==> src/hdl/ctok_pkg.sv <==
// Shared types, widths, token kinds and keyword table of the source tokenizer.
`timescale 1ns / 1ps

package ctok_pkg;

  // Field widths
  localparam int LINE_BITS   = 16;
  localparam int COLUMN_BITS = 16;
  localparam int OFFSET_BITS = 24;
  localparam int LEN_BITS    = 16;
  localparam int KIND_BITS   = 6;

  localparam logic [LINE_BITS-1:0]   LINE_MAX = '1;
  localparam logic [COLUMN_BITS-1:0] COL_MAX  = '1;
  localparam logic [LEN_BITS-1:0]    LEN_MAX  = '1;

  // Token kinds
  localparam logic [KIND_BITS-1:0] K_LBRACE  = 6'd0;
  localparam logic [KIND_BITS-1:0] K_RBRACE  = 6'd1;
  localparam logic [KIND_BITS-1:0] K_LPAREN  = 6'd2;
  localparam logic [KIND_BITS-1:0] K_RPAREN  = 6'd3;
  localparam logic [KIND_BITS-1:0] K_COMMA   = 6'd4;
  localparam logic [KIND_BITS-1:0] K_SEMI    = 6'd5;
  localparam logic [KIND_BITS-1:0] K_PLUS    = 6'd6;
  localparam logic [KIND_BITS-1:0] K_MINUS   = 6'd7;
  localparam logic [KIND_BITS-1:0] K_STAR    = 6'd8;
  localparam logic [KIND_BITS-1:0] K_SLASH   = 6'd9;
  localparam logic [KIND_BITS-1:0] K_PERCENT = 6'd10;
  localparam logic [KIND_BITS-1:0] K_ASSIGN  = 6'd11;
  localparam logic [KIND_BITS-1:0] K_EQ      = 6'd12;
  localparam logic [KIND_BITS-1:0] K_BANG    = 6'd13;
  localparam logic [KIND_BITS-1:0] K_NE      = 6'd14;
  localparam logic [KIND_BITS-1:0] K_LT      = 6'd15;
  localparam logic [KIND_BITS-1:0] K_LE      = 6'd16;
  localparam logic [KIND_BITS-1:0] K_GT      = 6'd17;
  localparam logic [KIND_BITS-1:0] K_GE      = 6'd18;
  localparam logic [KIND_BITS-1:0] K_AND     = 6'd19;
  localparam logic [KIND_BITS-1:0] K_OR      = 6'd20;
  localparam logic [KIND_BITS-1:0] K_INT     = 6'd21;
  localparam logic [KIND_BITS-1:0] K_IDENT   = 6'd22;
  localparam int                   K_KW0     = 23;
  localparam logic [KIND_BITS-1:0] K_ERR     = 6'd40;
  localparam logic [KIND_BITS-1:0] K_EOF     = 6'd41;

  // Input opcodes
  localparam logic OP_CHAR = 1'b0;
  localparam logic OP_END  = 1'b1;

  // Keyword table: text right-justified, first character in the highest used byte
  localparam int KW_COUNT   = 17;
  localparam int KW_MAX_LEN = 12;
  localparam logic [KW_COUNT-1:0] KW_ALL = '1;

  localparam logic [KW_MAX_LEN*8-1:0] KW_TEXT [KW_COUNT] = '{
    96'("uint8"), 96'("void"), 96'("if"), 96'("else"), 96'("while"), 96'("for"),
    96'("break"), 96'("continue"), 96'("sprite"), 96'("return"),
    96'({"draw_", "sprite"}), 96'({"clear_", "screen"}), 96'({"set_", "delay"}),
    96'({"get_", "delay"}), 96'({"set_", "sound"}), 96'({"wait_", "key"}),
    96'("get_key")
  };

  localparam logic [3:0] KW_LEN [KW_COUNT] = '{
    4'd5, 4'd4, 4'd2, 4'd4, 4'd5, 4'd3, 4'd5, 4'd8, 4'd6, 4'd6,
    4'd11, 4'd12, 4'd9, 4'd9, 4'd9, 4'd8, 4'd7
  };

  // One token as it leaves the block
  typedef struct packed {
    logic [KIND_BITS-1:0]   kind;
    logic [LINE_BITS-1:0]   line;
    logic [COLUMN_BITS-1:0] col;
    logic [OFFSET_BITS-1:0] off;
    logic [LEN_BITS-1:0]    len;
    logic [7:0]             bad;
    logic                   last;
  } tok_t;

  // Up to two tokens produced by one request, in order a then b
  typedef struct packed {
    logic a_vld;
    tok_t a;
    logic b_vld;
    tok_t b;
  } push_t;

endpackage

==> src/hdl/ctok_lexer.sv <==
// Scan state registers and the per-byte token logic of the tokenizer.
`timescale 1ns / 1ps

module ctok_lexer (
  input  logic            clk,
  input  logic            rst_n,
  input  logic            go,
  input  logic            opcode,
  input  logic [7:0]      chr,
  output ctok_pkg::push_t push
);
  import ctok_pkg::*;

  typedef enum logic [2:0] {
    M_IDLE, M_OP, M_SLASH, M_COMMENT, M_ZERO, M_DEC, M_HEX, M_IDENT
  } mode_t;

  mode_t                  mode_r,  mode_nxt;
  logic [7:0]             pend_r,  pend_nxt;
  logic [KW_COUNT-1:0]    cand_r,  cand_nxt;
  logic [LINE_BITS-1:0]   line_r,  line_nxt;
  logic [COLUMN_BITS-1:0] col_r,   col_nxt;
  logic [OFFSET_BITS-1:0] off_r,   off_nxt;
  logic [LINE_BITS-1:0]   sline_r, sline_nxt;
  logic [COLUMN_BITS-1:0] scol_r,  scol_nxt;
  logic [OFFSET_BITS-1:0] soff_r,  soff_nxt;
  logic [LEN_BITS-1:0]    len_r,   len_nxt;

  // Drop keywords whose character at pos differs from c
  function automatic logic [KW_COUNT-1:0] narrow(input logic [KW_COUNT-1:0] cand,
                                                 input logic [7:0] c,
                                                 input logic [LEN_BITS-1:0] pos);
    logic [KW_COUNT-1:0] res;
    logic [3:0]          idx;
    res = cand;
    for (int k = 0; k < KW_COUNT; k++) begin
      idx = KW_LEN[k] - 4'd1 - pos[3:0];
      if (pos >= LEN_BITS'(KW_LEN[k])) begin
        res[k] = 1'b0;
      end else if (KW_TEXT[k][{idx, 3'b000} +: 8] != c) begin
        res[k] = 1'b0;
      end
    end
    return res;
  endfunction

  function automatic logic is_digit(input logic [7:0] c);
    return c inside {["0":"9"]};
  endfunction

  function automatic logic is_alpha(input logic [7:0] c);
    return c inside {["a":"z"], ["A":"Z"]};
  endfunction

  function automatic logic is_xdigit(input logic [7:0] c);
    return c inside {["0":"9"], ["a":"f"], ["A":"F"]};
  endfunction

  // Kind of the token that is open now, were it closed
  logic                 close_has;
  logic [KIND_BITS-1:0] close_kind;
  logic [7:0]           close_bad;
  tok_t                 close_tok;

  always_comb begin
    close_has  = 1'b1;
    close_kind = K_INT;
    close_bad  = 8'd0;
    case (mode_r)
      M_OP: begin
        case (pend_r)
          "=":     close_kind = K_ASSIGN;
          "!":     close_kind = K_BANG;
          "<":     close_kind = K_LT;
          ">":     close_kind = K_GT;
          default: begin
            close_kind = K_ERR;
            close_bad  = pend_r;
          end
        endcase
      end
      M_SLASH: close_kind = K_SLASH;
      M_ZERO, M_DEC, M_HEX: close_kind = K_INT;
      M_IDENT: begin
        close_kind = K_IDENT;
        for (int k = 0; k < KW_COUNT; k++) begin
          if (cand_r[k] && len_r == LEN_BITS'(KW_LEN[k])) begin
            close_kind = KIND_BITS'(K_KW0 + k);
          end
        end
      end
      default: close_has = 1'b0;
    endcase
    close_tok = '{kind: close_kind, line: sline_r, col: scol_r, off: soff_r,
                  len: len_r, bad: close_bad, last: 1'b0};
  end

  // Two-character operator formed by the pending byte and this one
  logic                 pair_vld;
  logic [KIND_BITS-1:0] pair_kind;

  always_comb begin
    pair_vld  = 1'b1;
    pair_kind = K_EQ;
    if      (chr == "=" && pend_r == "=") pair_kind = K_EQ;
    else if (chr == "=" && pend_r == "!") pair_kind = K_NE;
    else if (chr == "=" && pend_r == "<") pair_kind = K_LE;
    else if (chr == "=" && pend_r == ">") pair_kind = K_GE;
    else if (chr == "&" && pend_r == "&") pair_kind = K_AND;
    else if (chr == "|" && pend_r == "|") pair_kind = K_OR;
    else pair_vld = 1'b0;
  end

  // Single-character tokens
  logic                 single_vld;
  logic [KIND_BITS-1:0] single_kind;

  always_comb begin
    single_vld = 1'b1;
    case (chr)
      "{":     single_kind = K_LBRACE;
      "}":     single_kind = K_RBRACE;
      "(":     single_kind = K_LPAREN;
      ")":     single_kind = K_RPAREN;
      ",":     single_kind = K_COMMA;
      ";":     single_kind = K_SEMI;
      "+":     single_kind = K_PLUS;
      "-":     single_kind = K_MINUS;
      "*":     single_kind = K_STAR;
      "%":     single_kind = K_PERCENT;
      default: begin
        single_vld  = 1'b0;
        single_kind = K_ERR;
      end
    endcase
  end

  logic [LEN_BITS-1:0] len_grow;
  assign len_grow = (len_r == LEN_MAX) ? len_r : len_r + LEN_BITS'(1);

  // Next state and tokens for one request
  logic do_close, fresh, adv;

  always_comb begin
    mode_nxt  = mode_r;
    pend_nxt  = pend_r;
    cand_nxt  = cand_r;
    line_nxt  = line_r;
    col_nxt   = col_r;
    off_nxt   = off_r;
    sline_nxt = sline_r;
    scol_nxt  = scol_r;
    soff_nxt  = soff_r;
    len_nxt   = len_r;
    push      = '0;
    do_close  = 1'b0;
    fresh     = 1'b0;
    adv       = 1'b0;

    if (go) begin
      if (opcode == OP_END) begin
        // close anything open, then end of file; all state back to reset
        push.a_vld = close_has;
        push.a     = close_tok;
        push.b_vld = 1'b1;
        push.b     = '{kind: K_EOF, line: line_r, col: col_r, off: off_r,
                       len: '0, bad: 8'd0, last: 1'b0};
        mode_nxt  = M_IDLE;
        pend_nxt  = 8'd0;
        cand_nxt  = KW_ALL;
        line_nxt  = LINE_BITS'(1);
        col_nxt   = COLUMN_BITS'(1);
        off_nxt   = '0;
        sline_nxt = LINE_BITS'(1);
        scol_nxt  = COLUMN_BITS'(1);
        soff_nxt  = '0;
        len_nxt   = '0;
      end else begin
        // continue or close the open token
        case (mode_r)
          M_OP: begin
            if (pair_vld) begin
              push.a_vld = 1'b1;
              push.a     = '{kind: pair_kind, line: sline_r, col: scol_r, off: soff_r,
                             len: LEN_BITS'(2), bad: 8'd0, last: 1'b0};
              mode_nxt   = M_IDLE;
              pend_nxt   = 8'd0;
              len_nxt    = '0;
              adv        = 1'b1;
            end else begin
              do_close = 1'b1;
            end
          end
          M_SLASH: begin
            if (chr == "/") begin
              mode_nxt = M_COMMENT;
              len_nxt  = '0;
              adv      = 1'b1;
            end else begin
              do_close = 1'b1;
            end
          end
          M_COMMENT: begin
            if (chr != 8'h0A) begin
              adv = 1'b1;
            end else begin
              mode_nxt = M_IDLE;
              fresh    = 1'b1;
            end
          end
          M_ZERO: begin
            if (chr == "x") begin
              mode_nxt = M_HEX;
              len_nxt  = len_grow;
              adv      = 1'b1;
            end else if (is_digit(chr)) begin
              mode_nxt = M_DEC;
              len_nxt  = len_grow;
              adv      = 1'b1;
            end else begin
              do_close = 1'b1;
            end
          end
          M_DEC: begin
            if (is_digit(chr)) begin
              len_nxt = len_grow;
              adv     = 1'b1;
            end else begin
              do_close = 1'b1;
            end
          end
          M_HEX: begin
            if (is_xdigit(chr)) begin
              len_nxt = len_grow;
              adv     = 1'b1;
            end else begin
              do_close = 1'b1;
            end
          end
          M_IDENT: begin
            if (is_alpha(chr) || is_digit(chr) || chr == "_") begin
              cand_nxt = narrow(cand_r, chr, len_r);
              len_nxt  = len_grow;
              adv      = 1'b1;
            end else begin
              do_close = 1'b1;
            end
          end
          default: begin
            mode_nxt = M_IDLE;
            fresh    = 1'b1;
          end
        endcase

        if (do_close) begin
          push.a_vld = 1'b1;
          push.a     = close_tok;
          mode_nxt   = M_IDLE;
          pend_nxt   = 8'd0;
          cand_nxt   = KW_ALL;
          len_nxt    = '0;
          fresh      = 1'b1;
        end

        // the byte starts something new
        if (fresh) begin
          adv = 1'b1;
          if (chr == " " || chr == 8'h09 || chr == 8'h0D || chr == 8'h0A) begin
            // whitespace
          end else if (single_vld) begin
            push.b_vld = 1'b1;
            push.b     = '{kind: single_kind, line: line_r, col: col_r, off: off_r,
                           len: LEN_BITS'(1), bad: 8'd0, last: 1'b0};
          end else if (chr == "=" || chr == "!" || chr == "<" || chr == ">" ||
                       chr == "&" || chr == "|" || chr == "/" || is_digit(chr) ||
                       is_alpha(chr) || chr == "_") begin
            sline_nxt = line_r;
            scol_nxt  = col_r;
            soff_nxt  = off_r;
            len_nxt   = LEN_BITS'(1);
            if (chr == "/") begin
              mode_nxt = M_SLASH;
            end else if (is_digit(chr)) begin
              mode_nxt = (chr == "0") ? M_ZERO : M_DEC;
            end else if (is_alpha(chr) || chr == "_") begin
              mode_nxt = M_IDENT;
              cand_nxt = narrow(KW_ALL, chr, '0);
            end else begin
              mode_nxt = M_OP;
              pend_nxt = chr;
            end
          end else begin
            push.b_vld = 1'b1;
            push.b     = '{kind: K_ERR, line: line_r, col: col_r, off: off_r,
                           len: LEN_BITS'(1), bad: chr, last: 1'b0};
          end
        end

        // position counters
        if (adv) begin
          off_nxt = off_r + OFFSET_BITS'(1);
          if (chr == 8'h0A) begin
            line_nxt = (line_r == LINE_MAX) ? line_r : line_r + LINE_BITS'(1);
            col_nxt  = COLUMN_BITS'(1);
          end else begin
            col_nxt = (col_r == COL_MAX) ? col_r : col_r + COLUMN_BITS'(1);
          end
        end
      end
    end

    // last token of this request
    push.a.last = !push.b_vld;
    push.b.last = 1'b1;
  end

  // State registers
  always_ff @(posedge clk) begin
    if (!rst_n) begin
      mode_r  <= M_IDLE;
      pend_r  <= 8'd0;
      cand_r  <= KW_ALL;
      line_r  <= LINE_BITS'(1);
      col_r   <= COLUMN_BITS'(1);
      off_r   <= '0;
      sline_r <= LINE_BITS'(1);
      scol_r  <= COLUMN_BITS'(1);
      soff_r  <= '0;
      len_r   <= '0;
    end else begin
      mode_r  <= mode_nxt;
      pend_r  <= pend_nxt;
      cand_r  <= cand_nxt;
      line_r  <= line_nxt;
      col_r   <= col_nxt;
      off_r   <= off_nxt;
      sline_r <= sline_nxt;
      scol_r  <= scol_nxt;
      soff_r  <= soff_nxt;
      len_r   <= len_nxt;
    end
  end

endmodule

==> src/hdl/ctok_queue.sv <==
// Four-entry token queue: takes up to two tokens a cycle, hands out one unless out_stall holds it.
`timescale 1ns / 1ps

module ctok_queue (
  input  logic            clk,
  input  logic            rst_n,
  input  ctok_pkg::push_t push,
  output logic            room,
  output logic            out_vld,
  input  logic            out_stall,
  output ctok_pkg::tok_t  head
);
  import ctok_pkg::*;

  tok_t       q_r [4];
  logic [1:0] wr_ptr_r, wr_ptr_nxt;
  logic [1:0] rd_ptr_r, rd_ptr_nxt;
  logic [2:0] cnt_r,    cnt_nxt;

  logic       pop;
  logic [1:0] n_push;
  tok_t       first;

  // Two free entries are needed before a request may proceed
  assign room    = (cnt_r <= 3'd2);
  assign out_vld = (cnt_r != 3'd0);
  assign head    = q_r[rd_ptr_r];
  assign pop     = out_vld && !out_stall;
  assign n_push  = 2'(push.a_vld) + 2'(push.b_vld);
  assign first   = push.a_vld ? push.a : push.b;

  // Pointer and fill count
  always_comb begin
    wr_ptr_nxt = wr_ptr_r + n_push;
    rd_ptr_nxt = rd_ptr_r + 2'(pop);
    cnt_nxt    = cnt_r + 3'(n_push) - 3'(pop);
  end

  always_ff @(posedge clk) begin
    if (!rst_n) begin
      wr_ptr_r <= '0;
      rd_ptr_r <= '0;
      cnt_r    <= '0;
    end else begin
      wr_ptr_r <= wr_ptr_nxt;
      rd_ptr_r <= rd_ptr_nxt;
      cnt_r    <= cnt_nxt;
    end
  end

  // Token storage, compacted so that a lone token takes one entry
  always_ff @(posedge clk) begin
    if (n_push != 2'd0) begin
      q_r[wr_ptr_r] <= first;
    end
    if (n_push == 2'd2) begin
      q_r[wr_ptr_r + 2'd1] <= push.b;
    end
  end

endmodule

==> src/hdl/c_like_source_tokenizer.sv <==
// Top level of the streaming tokenizer for a small C-like language.
//
//   channel | direction | fields                                          | handshake
//   in_     | input     | opcode, char_byte                               | in_valid / in_stall
//   out_    | output    | token_kind, start_line, start_column,           | out_valid / out_stall
//           |           | start_offset, token_length, bad_char, last_of_run |
//
// One request is taken every cycle while the token queue has room. A request is
// scanned in the cycle after acceptance when the queue has room, else it waits in
// the input register; its tokens then go to the token queue, which drives the output.
// A request that closes one token and forms another yields two tokens; these
// leave one at a time from a four-entry token queue, and a held request stalls
// the input while the queue holds more than two tokens.
// rst_n is synchronous: scan state and counters return to line 1, column 1.
// out_stall holds the head token in place; upstream requests wait in the input register.
`timescale 1ns / 1ps

module c_like_source_tokenizer (
  input  logic                             clk,
  input  logic                             rst_n,
  input  logic                             in_valid,
  output logic                             in_stall,
  input  logic                             in_opcode,
  input  logic [7:0]                       in_char_byte,
  output logic                             out_valid,
  input  logic                             out_stall,
  output logic [ctok_pkg::KIND_BITS-1:0]   out_token_kind,
  output logic [ctok_pkg::LINE_BITS-1:0]   out_start_line,
  output logic [ctok_pkg::COLUMN_BITS-1:0] out_start_column,
  output logic [ctok_pkg::OFFSET_BITS-1:0] out_start_offset,
  output logic [ctok_pkg::LEN_BITS-1:0]    out_token_length,
  output logic [7:0]                       out_bad_char,
  output logic                             out_last_of_run
);
  import ctok_pkg::*;

  logic       in_vld_r, in_vld_nxt;
  logic       in_op_r;
  logic [7:0] in_chr_r;
  logic       room;
  logic       go;
  logic       in_acc;
  push_t      push;
  tok_t       head;

  // Input register
  assign go       = in_vld_r && room;
  assign in_stall = in_vld_r && !room;
  assign in_acc   = in_valid && !in_stall;

  always_comb begin
    in_vld_nxt = in_vld_r;
    if (in_acc) begin
      in_vld_nxt = 1'b1;
    end else if (go) begin
      in_vld_nxt = 1'b0;
    end
  end

  always_ff @(posedge clk) begin
    if (!rst_n) begin
      in_vld_r <= 1'b0;
    end else begin
      in_vld_r <= in_vld_nxt;
    end
  end

  always_ff @(posedge clk) begin
    if (in_acc) begin
      in_op_r  <= in_opcode;
      in_chr_r <= in_char_byte;
    end
  end

  // Scanner
  ctok_lexer u_lexer (
    .clk    (clk),
    .rst_n  (rst_n),
    .go     (go),
    .opcode (in_op_r),
    .chr    (in_chr_r),
    .push   (push)
  );

  // Token queue
  ctok_queue u_queue (
    .clk       (clk),
    .rst_n     (rst_n),
    .push      (push),
    .room      (room),
    .out_vld   (out_valid),
    .out_stall (out_stall),
    .head      (head)
  );

  assign out_token_kind   = head.kind;
  assign out_start_line   = head.line;
  assign out_start_column = head.col;
  assign out_start_offset = head.off;
  assign out_token_length = head.len;
  assign out_bad_char     = head.bad;
  assign out_last_of_run  = head.last;

endmodule

==> config.mk <==
export PLATFORM = sky130hd
export DESIGN_NAME = c_like_source_tokenizer
export DESIGN_NICKNAME = d
export VERILOG_FILES = /design/src/hdl/ctok_pkg.sv /design/src/hdl/ctok_lexer.sv /design/src/hdl/ctok_queue.sv /design/src/hdl/c_like_source_tokenizer.sv
export SDC_FILE = /design/constraint.sdc
export NUM_CORES = 1
export LEC_CHECK = 0
export BUFFER_PORTS_ARGS = -buffer_cell sky130_fd_sc_hd__clkbuf_2
export CAP_MARGIN = 10
export CORE_ASPECT_RATIO = 1.4
export CORE_MARGIN = 5
export CORE_UTILIZATION = 62
export CTS_CLUSTER_DIAMETER = 60
export DETAILED_ROUTE_END_ITERATION = 10
export PLACE_DENSITY_LB_ADDON = 0.12
export REMOVE_ABC_BUFFERS = 1
export SLEW_MARGIN = 5
export SYNTH_ARGS = -nofsm -noshare
export SYNTH_HDL_FRONTEND = slang
export SYNTH_SLANG_ARGS = --single-unit
==> constraint.sdc <==
create_clock -name clk -period 6.35 [get_ports clk]
set_clock_uncertainty 0.1 [all_clocks]
set_input_delay 1.27 -clock clk [delete_from_list [all_inputs] [get_ports clk]]
set_output_delay 1.27 -clock clk [all_outputs]
set_load 0.01 [all_outputs]
==> results of run 1 <==
[worst max-delay path by stage]
stage,from,endpoint,slack [ps],depth (start not counted)
after detailed placement,in_chr_r[6]$_DFFE_PP_,u_queue.q_r[0][46]$_DFFE_PP_,990,12
after CTS,in_chr_r[6]$_DFFE_PP_,u_queue.q_r[0][32]$_DFFE_PP_,960,12
after global routing,in_chr_r[6]$_DFFE_PP_,u_queue.q_r[3][29]$_DFFE_PP_,650,13
after floorplan,in_chr_r[1]$_DFFE_PP_,u_queue.q_r[0][2]$_DFFE_PP_,-4130,12
final,in_chr_r[6]$_DFFE_PP_,u_queue.q_r[0][42]$_DFFE_PP_,830,12
after global placement,in_chr_r[6]$_DFFE_PP_,u_queue.q_r[0][46]$_DFFE_PP_,1150,12
[cell type report]
type                       count  area share
clock buffer                  70      0.0483
clock inverter                23     0.00560
inverter                      54     0.00693
multi-input combinational   1651       0.435
sequential                   521       0.445
tap                          558      0.0233
timing repair buffer         166      0.0359
[through the flow]
step / util / power (mW) / hold WS (ps) / setup TNS [ps]
2_1_floorplan: - / 5.10 / 325 / -2113000
5_1_grt: 0.680 / 8.98 / 392 / 0
3_5_place_dp: 0.643 / 5.81 / 357 / 0
6_report: 0.680 / 8.69 / 370 / 0
3_3_place_gp: 0.643 / 5.78 / 348 / 0
4_1_cts: 0.679 / 8.72 / 366 / 0
[state kept, by name, summed over array words and instances (netlist names), 8 cells and up]
signal / flops
in_chr_r: 8
u_lexer.cand_r: 17
u_lexer.col_r: 16
u_lexer.len_r: 16
u_lexer.line_r: 16
u_lexer.off_r: 24
u_lexer.pend_r: 8
u_lexer.scol_r: 16
u_lexer.sline_r: 16
u_lexer.soff_r: 24
u_queue.q_r: 348
[power by group]
| group | internal (mW) | total (mW) | switching, mW |
|---|---|---|---|
| combinational | 0.725 | 1.86 | 1.14 |
| clock | 1.61 | 2.93 | 1.32 |
| sequential | 3.73 | 3.89 | 0.166 |
| total | 6.06 | 8.69 | 2.63 |
[layer usage]
| layer | GRT usage | share of wire |
|---|---|---|
| met5 | 0 | 0 |
| met3 | 0.0413 | 0.069 |
| met2 | 0.609 | 0.52 |
| met1 | 0.390 | 0.36 |
| met4 | 0.185 | 0.060 |
[cell usage in the layout, fill, tap and decap left out, types with 51 or more instances in the layout]
cell / count
o21ai_0: 84
clkbuf_2: 101
a21oi_1: 87
dfxtp_1: 230
nand2_1: 145
a32o_1: 225
mux4_2: 87
xnor2_1: 61
o22ai_1: 54
nand3_1: 81
buf_4: 59
a22o_1: 130
clkbuf_16: 51
edfxtp_1: 289
nor2_1: 140
[logic make-up (layout without fill, tap and decap cells)]
group | Yosys count | in the layout | synth area share
and+or+nand+nor | 621 | 621 | 0.114
xor gates and xnor gates | 108 | 108 | 0.0343
DFF | 521 | 521 | 0.483
AOI/OAI and AO/OA | 773 | 773 | 0.223
muxes | 108 | 108 | 0.0788
buffers and inverters | 322 | 313 | 0.0474
adders and majority gates | 41 | 41 | 0.0189
[worst register-to-register path, delay by kind of cell, from the launching register on]
| family | cells | cell delay [ps] |
|---|---|---|
| compound gates | 5 | 1890 |
| simple gates | 4 | 1210 |
| flops | 1 | 1060 |
| buf+inv | 2 | 800 |
| fa+ha+maj | 1 | 320 |
==> impl_metrics.yaml, run 1 <==
critical_path:
  critPathLaunchType: "register"
  regToRegSetupSlack_ps: 830
  ff2ff_path_depth: 12
  crit_chain: "and4bb_2 > a2bb2oi_1 > a21o_1 > nand3_1 > nor2_1 > o21a_4 > clkinv_1 > ha_1 > or3_1 > o21ai_4 > buf_4 > a32o_1"
  max_stage_delay_ps: 1060
  cp_num_buf_inv: 2
  reg2reg_to: "u_queue.q_r[0][42]$_DFFE_PP_"
  arrival_ps: 5870
  crit_fanout: 29
  r2r-start: "in_chr_r[6]$_DFFE_PP_"
  crit_required_ps: 6700
  path_class: "reg -> reg"
  critPathSlowestCell: "edfxtp_1"
  crit_family: "compound AO/OA/AOI/OAI gates"
  cp-end-kind: "register"
routing:
  drc: 0
  viasPerCell: 7.33
  wire_per_inst_um: 28.0
  wl_um: 85100
  drtAntennaViolNets: 0
  dr_total_vias: 22300
  dr.pass1.iters: 7
  drtIter0Drc: 2263
synthesis:
  synth_edf_count: 289
  synthArstFlopShare: 0
  synth_top_cell_by_area: "edfxtp_1"
  synth-warning-count: 0
  synth-seq-cells: 521
  ys_seq_area_frac: 0.483
  yosys-top-cells-count: "289 x edfxtp_1, 232 x dfxtp_1, 225 x a32o_1"
  synth.distinct_cells: 97
  syn_avg_cell_area_um2: 11.1
  synth_area_mm2: 0.0276
  synth_ff_type: "edfxtp_1"
  yosysMostFrequentCell: "edfxtp_1"
  synthTopCellsByArea: "edfxtp_1 31%, dfxtp_1 17%, a32o_1 8.2%"
  synthCells: 2494
  synth.top_cell.area_share: 0.315
grt:
  gr-usage-all-layers: 0.338
  grt_pass1_wl_um: 130000
  grt_start_max_net_pins: 120
  overflow: 0
  grt_pass1_vias: 22200
  antenna_found_initial: 1
layout:
  area_delta_synth_final_pct: 8.68
  fin_nets: 2498
  final_design_area_no_fill_mm2: 0.0300
  fill_cells: 3334
  diodes: 0
  seqCellArea_mm2: 0.0133
  multiInputGateArea_mm2: 0.0130
  drive_above_1_share: 0.155
  stdcell_count: 3043
timing:
  period_needed_ps: 5520
  post-route-period-util: 0.870
  fmax_ghz: 0.181
  setup_viol: 0
  worstMarginPinSlew_ps: 1220
  slew_viol_final: 0
  setup_slack_ps: 826
  rsz0062_at_grt: "false"
  hold_viol: 0
  relSlewSlack: 0.180
floorplanning:
  core.rowCount: 91
  die_w_um: 188
  initial_core_util: 0.626
  die-area_mm2: 0.0488
  boundaryPins: 102
  die_h_um: 260
  core_mm2: 0.0441
clock_network:
  h-tree-depth: 2
  cts.sinks: 521
  clock_latency_ps: 580
  cts_tree: "done"
  path_clk_slew_ps: 60
  numCtsBuffers: 50
  cts_setup_buffers: 0
  cts-resized-gates: 0
  cts_root_buf: "clkbuf_16"
  postCtsHoldBufs: 0
  cts_max_path_buffers: 3
pwr:
  worst_ir_drop_vdd_mv: 0.226
  leakage_nw: 9.83
  p_per_area_mw_per_mm2: 290
place:
  port_buffers: 101
  place_congestion: 1.02
  pre_cts_ws_ps: 991
  hpwlAfterDp_um: 55300
  placed_area_mm2: 0.0283
  placedCellCount: 2949
worst_hold_path:
  hold_depth: 2
  min-delay-start: "u_lexer.cand_r[7]$_SDFFE_PN1P_"
  worst_hold_path.endpoint: "u_lexer.cand_r[7]$_SDFFE_PN1P_"
  hold_path.class: "reg -> reg"
run_status:
  outcome: "finished clean"
job:
  max_cap_viol_count: 0
Note: power is estimated with default switching activity, not from simulation.
==> inputs of run 2 (changes only) <==
--- a/config.mk
+++ b/config.mk
@@ -9,7 +9,7 @@
 export CAP_MARGIN = 10
 export CORE_ASPECT_RATIO = 1.4
 export CORE_MARGIN = 5
-export CORE_UTILIZATION = 62
+export CORE_UTILIZATION = 57
 export CTS_CLUSTER_DIAMETER = 60
 export DETAILED_ROUTE_END_ITERATION = 10
 export PLACE_DENSITY_LB_ADDON = 0.12
==> constraint.sdc (replaced) <==
create_clock -name clk -period 4.5 [get_ports clk]
set_clock_uncertainty 0.1 [all_clocks]
set_input_delay 0.225 -clock clk [delete_from_list [all_inputs] [get_ports clk]]
set_output_delay 0.225 -clock clk [all_outputs]
set_load 0.01 [all_outputs]
==> impl_metrics.yaml, run 2 (synthesis results as in run 1) <==
run_status:
  outcome: "finished clean"
clock_network:
  cts_tree: "done"
  cts_setup_buffers: 0
  cts.sinks: 521
  cts_max_path_buffers: 3
  cts_root_buf: "clkbuf_16"
  h-tree-depth: 2
  clock_latency_ps: 610
  path_clk_slew_ps: 70
  numCtsBuffers: 49
worst_hold_path:
  hold_depth: 3
  min-delay-start: "rst_n"
  worst_hold_path.endpoint: "u_lexer.line_r[0]$_SDFFE_PN1P_"
  hold_path.class: "in -> reg"
layout:
  fill_cells: 3793
  stdcell_count: 3206
  drive_above_1_share: 0.177
  diodes: 0
  multiInputGateArea_mm2: 0.0130
  seqCellArea_mm2: 0.0133
  regMostFlops: "u_queue.q_r"
  final_cell_mix: "289 x edfxtp_1, 230 x dfxtp_1, 225 x a32o_1"
  layout_commonest_cell: "edfxtp_1"
  largest_reg_flops: 348
  final_design_area_no_fill_mm2: 0.0308
  fin_nets: 2590
  top_regs: "u_queue.q_r: 348 flops, u_lexer.off_r: 24 flops, u_lexer.soff_r: 24 flops"
  final_util: 0.643
  area_delta_synth_final_pct: 11.8
grt:
  grt_pass1_wl_um: 135000
  grt_start_max_net_pins: 113
  grt_pass1_vias: 22500
  gr-usage-all-layers: 0.327
  overflow: 0
  antenna_found_initial: 0
timing:
  slew_viol_final: 0
  hold_viol: 0
  fmax_ghz: 0.230
  period_needed_ps: 4340
  post-route-period-util: 0.964
  setup_slack_ps: 161
  final.setup.tns_ps: 0
  worstMarginPinSlew_ps: 1230
  rsz0062_at_grt: "false"
  whs_ps: 65.1
  setup_viol: 0
  relSlewSlack: 0.177
pwr:
  fin_total_pwr_mw: 12.4
  leakage_nw: 10.2
  p_int_mw: 8.63
  worst_ir_drop_vdd_mv: 0.324
  seqPwrFrac: 0.447
  p_per_area_mw_per_mm2: 401
  p_clk_frac: 0.331
  swShare: 0.301
  power_switching_mw: 3.72
  share_comb_of_total_power: 0.222
routing:
  dr_total_vias: 22700
  drtIter0Drc: 2327
  wl_um: 90200
  wire_per_inst_um: 28.1
  drtAntennaViolNets: 0
  dr.pass1.iters: 6
  drc: 0
  viasPerCell: 7.09
floorplanning:
  die-area_mm2: 0.0529
  core_mm2: 0.0479
  core.rowCount: 95
  die_w_um: 196
  initial_core_util: 0.576
  die_h_um: 270
  boundaryPins: 102
critical_path:
  critPathLaunchType: "register"
  reg2reg_to: "u_queue.cnt_r[2]$_SDFF_PN0_"
  ff2ff_path_depth: 13
  r2r-start: "in_chr_r[7]$_DFFE_PP_"
  crit_required_ps: 4880
  regToRegSetupSlack_ps: 160
  crit_fanout: 12
  path_class: "reg -> reg"
  arrival_ps: 4720
  cp-end-kind: "register"
place:
  hpwlAfterDp_um: 59200
  placed_area_mm2: 0.0291
  pre_cts_ws_ps: 239
  port_buffers: 101
  place_congestion: 0.983
  placedCellCount: 3103
job:
  max_cap_viol_count: 0
## run 2: timing repair
action,in CTS,in global routing
resized for setup,0,1
hold endpoints to repair,10,0
hold buffers,10,0
setup endpoints to repair,0,5
## run 2: worst max-delay path by stage
| stage | start | endpoint | slack, ps | cells past startpoint |
|---|---|---|---|---|
| finish | in_chr_r[7]$_DFFE_PP_ | u_queue.cnt_r[2]$_SDFF_PN0_ | 160 | 13 |
| global route | in_chr_r[2]$_DFFE_PP_ | u_queue.q_r[3][50]$_DFFE_PP_ | 40 | 13 |
| CTS | in_chr_r[2]$_DFFE_PP_ | u_queue.q_r[0][17]$_SDFFE_PP0P_ | 230 | 12 |
| detailed placement | in_chr_r[2]$_DFFE_PP_ | u_queue.q_r[2][80]$_DFFE_PP_ | 240 | 12 |
| global placement | in_chr_r[7]$_DFFE_PP_ | u_queue.cnt_r[2]$_SDFF_PN0_ | 200 | 13 |
| floorplan | in_chr_r[1]$_DFFE_PP_ | u_queue.q_r[0][2]$_DFFE_PP_ | -5980 | 12 |
## run 2: cell type report
cell class,instances,area share
flip-flops and latches,521,0.433
multi-input cells,1651,0.423
repair buffers,259,0.0614
clock buffers,66,0.0432
well taps,630,0.0256
clock inverters,25,0.00763
inverters,54,0.00674
## run 2: metal layers
metal,track usage,vias up,part of all wire
met5,0,-,0
met3,0.0371,278,0.064
li1,-,9942,-
met4,0.191,0,0.061
met1,0.371,11300,0.35
met2,0.590,1192,0.52
## run 2: power groups by stage
stage | registers, mW | clock network [mW] | logic [mW]
after floorplan | 5.66 | 0 | 1.53
after global placement | 5.61 | 0 | 2.71
after detailed placement | 5.62 | 0 | 2.73
after CTS | 5.52 | 4.15 | 2.75
after global routing | 5.55 | 4.36 | 2.88
final | 5.52 | 4.09 | 2.74
## run 2: critical path, cell delays in order (launching register included)
cell and delay [ps]:
edfxtp_1 530, buf_4 250, or4b_1 570, o311ai_1 650, nor2_1 170, o21a_4 240
buf_4 160, ha_1 250, inv_1 160, ha_1 270, fa_1 430, xor2_1 160
xnor2_1 120, and2_1 150
